## src/rtl/core/puprl_pkg.sv

```systemverilog
// Shared types, codes and constants of the per-user problem rate limiter
`timescale 1ns / 1ps
package puprl_pkg;

  // table size and fixed field widths
  localparam int unsigned USER_SLOTS_DEF = 64;
  localparam int unsigned KIND_W         = 2;
  localparam int unsigned SLOT_W         = 6;
  localparam int unsigned TIME_W         = 32;
  localparam int unsigned STATUS_W       = 3;
  localparam int unsigned CRED_W         = 8;
  localparam int unsigned SESS_W         = 4;
  localparam int unsigned PROB_W         = 32;
  localparam int unsigned PLIM_W         = 16;
  localparam int unsigned SHIFT_W        = 5;

  // configuration port
  localparam int unsigned CFG_IDX_W  = 2;
  localparam int unsigned CFG_DATA_W = 16;

  // register reset values
  localparam logic [SESS_W-1:0]  SESSION_LIMIT_RST = 4'd5;
  localparam logic [PLIM_W-1:0]  PROBLEM_LIMIT_RST = 16'd1000;
  localparam logic [SHIFT_W-1:0] REFILL_SHIFT_RST  = 5'd4;
  localparam logic [CRED_W-1:0]  BATCH_SIZE_RST    = 8'd10;

  typedef enum logic [KIND_W-1:0] {
    KIND_OPEN    = 2'd0,
    KIND_CLOSE   = 2'd1,
    KIND_STORE   = 2'd2,
    KIND_REQUEST = 2'd3
  } kind_e;

  typedef enum logic [STATUS_W-1:0] {
    ST_OK            = 3'd0,
    ST_THROTTLED     = 3'd1,
    ST_PROBLEM_LIMIT = 3'd2,
    ST_UNKNOWN       = 3'd3,
    ST_TIME_BACK     = 3'd4,
    ST_SESSION_LIMIT = 3'd5,
    ST_NO_SESSION    = 3'd6,
    ST_SATURATED     = 3'd7
  } status_e;

  typedef enum logic [CFG_IDX_W-1:0] {
    CFG_SESSION_LIMIT = 2'd0,
    CFG_PROBLEM_LIMIT = 2'd1,
    CFG_REFILL_SHIFT  = 2'd2,
    CFG_BATCH_SIZE    = 2'd3
  } cfg_idx_e;

  typedef enum logic [1:0] {
    S_CLEAR,
    S_IDLE,
    S_EVAL,
    S_REFILL
  } state_e;

  // one user table entry
  typedef struct packed {
    logic              valid;
    logic [SESS_W-1:0] sessions;
    logic [PROB_W-1:0] problems;
    logic [CRED_W-1:0] credits;
    logic [TIME_W-1:0] last_grant;
  } user_rec_t;

  localparam int unsigned REC_W = $bits(user_rec_t);

  // controller to datapath
  typedef struct packed {
    logic clear_step;    // write one zero entry of the sweep
    logic capture;       // take an input item, start the table read
    logic eval;          // table entry is on the read port
    logic eval_commit;   // finish a simple item, load the result
    logic refill_commit; // finish a refilled request, load the result
  } dp_cmd_t;

  // datapath to controller
  typedef struct packed {
    logic clear_last;    // sweep is at its last entry
    logic need_refill;   // request passed its checks, credits to refill
  } dp_sts_t;

endpackage

```

## src/rtl/core/puprl_ctrl.sv

```systemverilog
// Controller: clearing sweep, item sequencing and result handshake
`timescale 1ns / 1ps
module puprl_ctrl import puprl_pkg::*; (
  input  logic    clk_i,
  input  logic    rst_ni,
  input  logic    req_valid_i,
  output logic    req_ready_o,
  output logic    rsp_valid_o,
  input  logic    rsp_ready_i,
  input  dp_sts_t sts_i,
  output dp_cmd_t cmd_o
);

  state_e state_q, state_d;
  logic   rsp_valid_q, rsp_valid_d;
  logic   out_free;

  // state and result valid registers
  always_ff @(posedge clk_i or negedge rst_ni) begin
    if (!rst_ni) begin
      state_q     <= S_CLEAR;
      rsp_valid_q <= 1'b0;
    end else begin
      state_q     <= state_d;
      rsp_valid_q <= rsp_valid_d;
    end
  end

  // result register can take a new value
  assign out_free = !rsp_valid_q || rsp_ready_i;

  // next state and commands
  always_comb begin
    state_d     = state_q;
    cmd_o       = '0;
    req_ready_o = 1'b0;
    unique case (state_q)
      S_CLEAR: begin
        cmd_o.clear_step = 1'b1;
        if (sts_i.clear_last) begin
          state_d = S_IDLE;
        end
      end
      S_IDLE: begin
        req_ready_o   = 1'b1;
        cmd_o.capture = req_valid_i;
        if (req_valid_i) begin
          state_d = S_EVAL;
        end
      end
      S_EVAL: begin
        cmd_o.eval = 1'b1;
        if (sts_i.need_refill) begin
          state_d = S_REFILL;
        end else if (out_free) begin
          cmd_o.eval_commit = 1'b1;
          state_d           = S_IDLE;
        end
      end
      S_REFILL: begin
        if (out_free) begin
          cmd_o.refill_commit = 1'b1;
          state_d             = S_IDLE;
        end
      end
      default: begin
        state_d = S_CLEAR;
      end
    endcase
  end

  // result valid: set on commit, cleared on transfer
  always_comb begin
    if (cmd_o.eval_commit || cmd_o.refill_commit) begin
      rsp_valid_d = 1'b1;
    end else if (rsp_ready_i) begin
      rsp_valid_d = 1'b0;
    end else begin
      rsp_valid_d = rsp_valid_q;
    end
  end

  assign rsp_valid_o = rsp_valid_q;

endmodule

```

## config.mk

```make
export PLATFORM = sky130hd
export DESIGN_NAME = puprl_ctrl
export DESIGN_NICKNAME = d
export VERILOG_FILES = /design/src/rtl/core/puprl_pkg.sv /design/src/rtl/core/puprl_ctrl.sv
export SDC_FILE = /design/constraint.sdc
export NUM_CORES = 1
export LEC_CHECK = 0
export BUFFER_PORTS_ARGS = -buffer_cell sky130_fd_sc_hd__buf_2
export CAP_MARGIN = 20
export CORE_AREA = 10 10 47 49
export CTS_BUF_LIST = sky130_fd_sc_hd__clkbuf_8
export DETAILED_ROUTE_END_ITERATION = 10
export DIE_AREA = 0 0 57 59
export GPL_ROUTABILITY_DRIVEN = 0
export PLACE_DENSITY = 0.4
export RECOVER_POWER = 50
export SLEW_MARGIN = 20
export SYNTH_ARGS = -nofsm -noshare
export SYNTH_HDL_FRONTEND = slang
export SYNTH_SLANG_ARGS = --single-unit
```

## constraint.sdc

```tcl
create_clock -name clk_i -period 0.8 [get_ports clk_i]
set_input_delay 0.08 -clock clk_i [delete_from_list [all_inputs] [get_ports clk_i]]
set_output_delay 0.08 -clock clk_i [all_outputs]
set_load 0.01 [all_outputs]
```

==> metrics.md <==
| Metric | Value |
|---|---|
| FF-to-FF path depth | `3` |
| Critical Path End Type | `primary output` |
| Post-place setup slack | `-0.1388 ns` |
| Fraction of registers with async set/reset | `100.0%` |
| Wire per inst | `11.95 um` |
| Mapped cell area | `190.2 um^2` |
| Number of global-route vias before repair | `252` |
| Avg Inst Size Synth | `8.645 um^2` |
| Area Growth Syn to Fin | `102.0%` |
| Drt first pass iters | `3` |
| # fillers | `165` |
| Register area share after synthesis | `39.47%` |
| Tcrit/Tclk final | `134.8%` |
| DRT antenna net count | `0` |
| Crit path DAT | `1.00 ns` |
| Die X | `57 um` |
| Main flop type after synthesis | `dfrtp_1` |
| Tot GR Track Use | `4.059%` |
| Netlist cell types | `15` |
| PwrDens | `4289 mW/mm^2` |
| Clk buf depth | `2` |
| Setup TNS | `-2.014 ns` |
| Slew Viols, Final | `0` |
| Proportion of layout cells with a drive suffix above 1 | `63.41%` |
| Final number of setup-violating endpoints | `10` |
| Clock Sinks | `3` |
| # nets final | `48` |
| Worst vdd ir | `1.374 mV` |
| First-pass GRT wire length | `1041 um` |
| Rel. slew slack | `88.57%` |
| Final WS setup | `-0.2785 ns` |
| DR vias/cell | `3.772` |
| Minimum clock period | `1.078 ns` |
| Number of buffers added on ports | `12` |
| Worst Tran Pin Value | `0.1715 ns` |
| Max-cap check violation count | `0` |
| CP required | `0.72 ns` |
| Synth top area cells | `dfrtp_1 39%, nand2_1 7.9%, nand2b_4 7.2%` |
| IO Pins | `13` |
| Status | `finished, violations left` |
| Post-synth EDFFs | `0` |
| Via count | `215` |
| Syn_nets | `28` |
| Synth warn | `0` |
| Crit Path Category | `reg -> out` |
| Root buf cell | `clkbuf_8` |
| Initial DRC count | `7` |
| Final WL | `681 um` |
| Die Y | `59 um` |
| Synth Instances | `22` |
| Maximum fanout along the worst path | `4` |
| RSZ-0062 raised after global routing | `true` |
| GR Overflow Total | `0` |
| Clk_skew | `0.002416 ns` |
| Commonest cells in the netlist | `4 x nand2_1, 3 x dfrtp_1, 2 x nor2_1, 2 x nor3_1` |
| Max Clock Freq | `0.9272 GHz` |
| Largest net degree at the start of global routing | `9` |
| Inserted Clock Buffers | `3` |
| TritonCTS clock tree | `built` |
| Residual DRC | `0` |
| Initial antenna violation count | `0` |
| Startpoint Class | `flip-flop` |
| Initial Util | `13.57%` |
| Area fraction of the dominant cell type after synthesis | `39.47%` |
| Failing checks | `setup timing` |
| Flops & latches, synth | `3` |
| Synth area leader | `dfrtp_1` |
| Htree depth | `1` |
| Hold Path Class | `in -> reg` |
| CTS clk-pin slew, worst paths | `0.03 ns` |
| WHS Path Cells | `3` |
| Core region area | `0.001401 mm^2` |
| Endpoints failing hold | `0` |
| Die outline area | `0.003363 mm^2` |
| Leak pwr | `0.1961 nW` |
| Most frequent cell after synthesis | `nand2_1` |
| FP Rows | `14` |
| Worst skew pair latency | `0.21 ns` |
| Diode count | `0` |
[logic make-up after synthesis]
group	Yosys count	synth area share, %
AOI/OAI and AO/OA	3	8.550
buffers and inverters	2	8.550
DFF	3	39.47
muxes	1	5.263
and+or+nand+nor	13	38.16
[per-stage QoR]
stage          util [%]  instances  hold slack (ns)  instance area (um^2)  total power (W)
3_5_place_dp      19.02         49          -0.1213                 266.5        0.0009329
2_1_floorplan         -         22          -0.2156                 195.2        0.0007429
4_1_cts           25.18         56           0.1581                 352.8         0.001521
5_1_grt           27.41         57           0.1777                 384.1         0.001779
6_report          27.41         57           0.1606                 384.1         0.001648
3_3_place_gp      19.02         49          -0.1199                 266.5        0.0009431
[path summary, 6_finish.rpt]
path	slack, ns	start	to
setup / recovery	-0.28	rsp_valid_o	cmd_o[1]
hold / removal	0.16	sts_i[1]	state_q[0]
setup reg to reg	-0.19	state_q[0]	state_q[0]
hold reg to reg	0.67	rsp_valid_o	rsp_valid_o
max in group asynchronous	0.42	rst_ni	state_q[1]
min in group asynchronous	0.21	rst_ni	rsp_valid_o
[cell type report]
class | count | area, um^2 | share of cell area, %
Clock buffer | 3 | 41.29 | 10.75
Clock inverter | 1 | 3.754 | 0.9772
Sequential cell | 3 | 77.57 | 20.20
Multi-Input combinational cell | 17 | 132.6 | 34.53
Timing Repair Buffer | 17 | 108.9 | 28.34
Tap cell | 16 | 20.02 | 5.212
[where the power goes]
group / internal (W) / switching [W] / leakage (nW) / total (W)
clock network: 0.000326 / 0.0000968 / 0.0269 / 0.000423
registers: 0.000242 / 0.000129 / 0.0316 / 0.000371
logic: 0.000460 / 0.000393 / 0.138 / 0.000854
[critical path, stage by stage, from the launching register on]
cell and delay [ns]:
dfrtp_1 0.39, nand2b_4 0.09, nand2_1 0.06, nor3_2 0.09, buf_2 0.15
[repair_timing]
| item | CTS | global route |
|---|---|---|
| buffers inserted | 2 | 1 |
| gates resized for setup | 5 | 4 |
| pin swaps | 2 | 2 |
| hold buffers | 1 | 0 |
| setup endpoints to repair | 10 | 10 |
| hold endpoints to repair | 3 | 0 |
[placed cells by master (no fill, tap or decap), types with 2 or more instances in the layout]
cell type and count:
buf_2 10, buf_6 2, nand2b_4 2, nand2_1 3, dfrtp_2 2, buf_4 3
nor2_1 2, clkbuf_8 3
[sequential cells by signal, indices dropped and copies added (netlist names)]
register and cells:
rsp_valid_o 1, state_q 2
[per-layer routing]
| layer | up-vias | wire length (um) | global-route usage, % | share of wire (%) |
|---|---|---|---|---|
| met1 | 94 | 310 | 4.384 | 46 |
| met3 | 0 | 88 | 3.433 | 13 |
| met5 | - | 0 | 0 | 0 |
| met2 | 12 | 283 | 4.031 | 42 |
| li1 | 109 | - | - | - |
| met4 | 0 | 0 | 5.034 | 0 |
(Power assumes the default switching activity.)
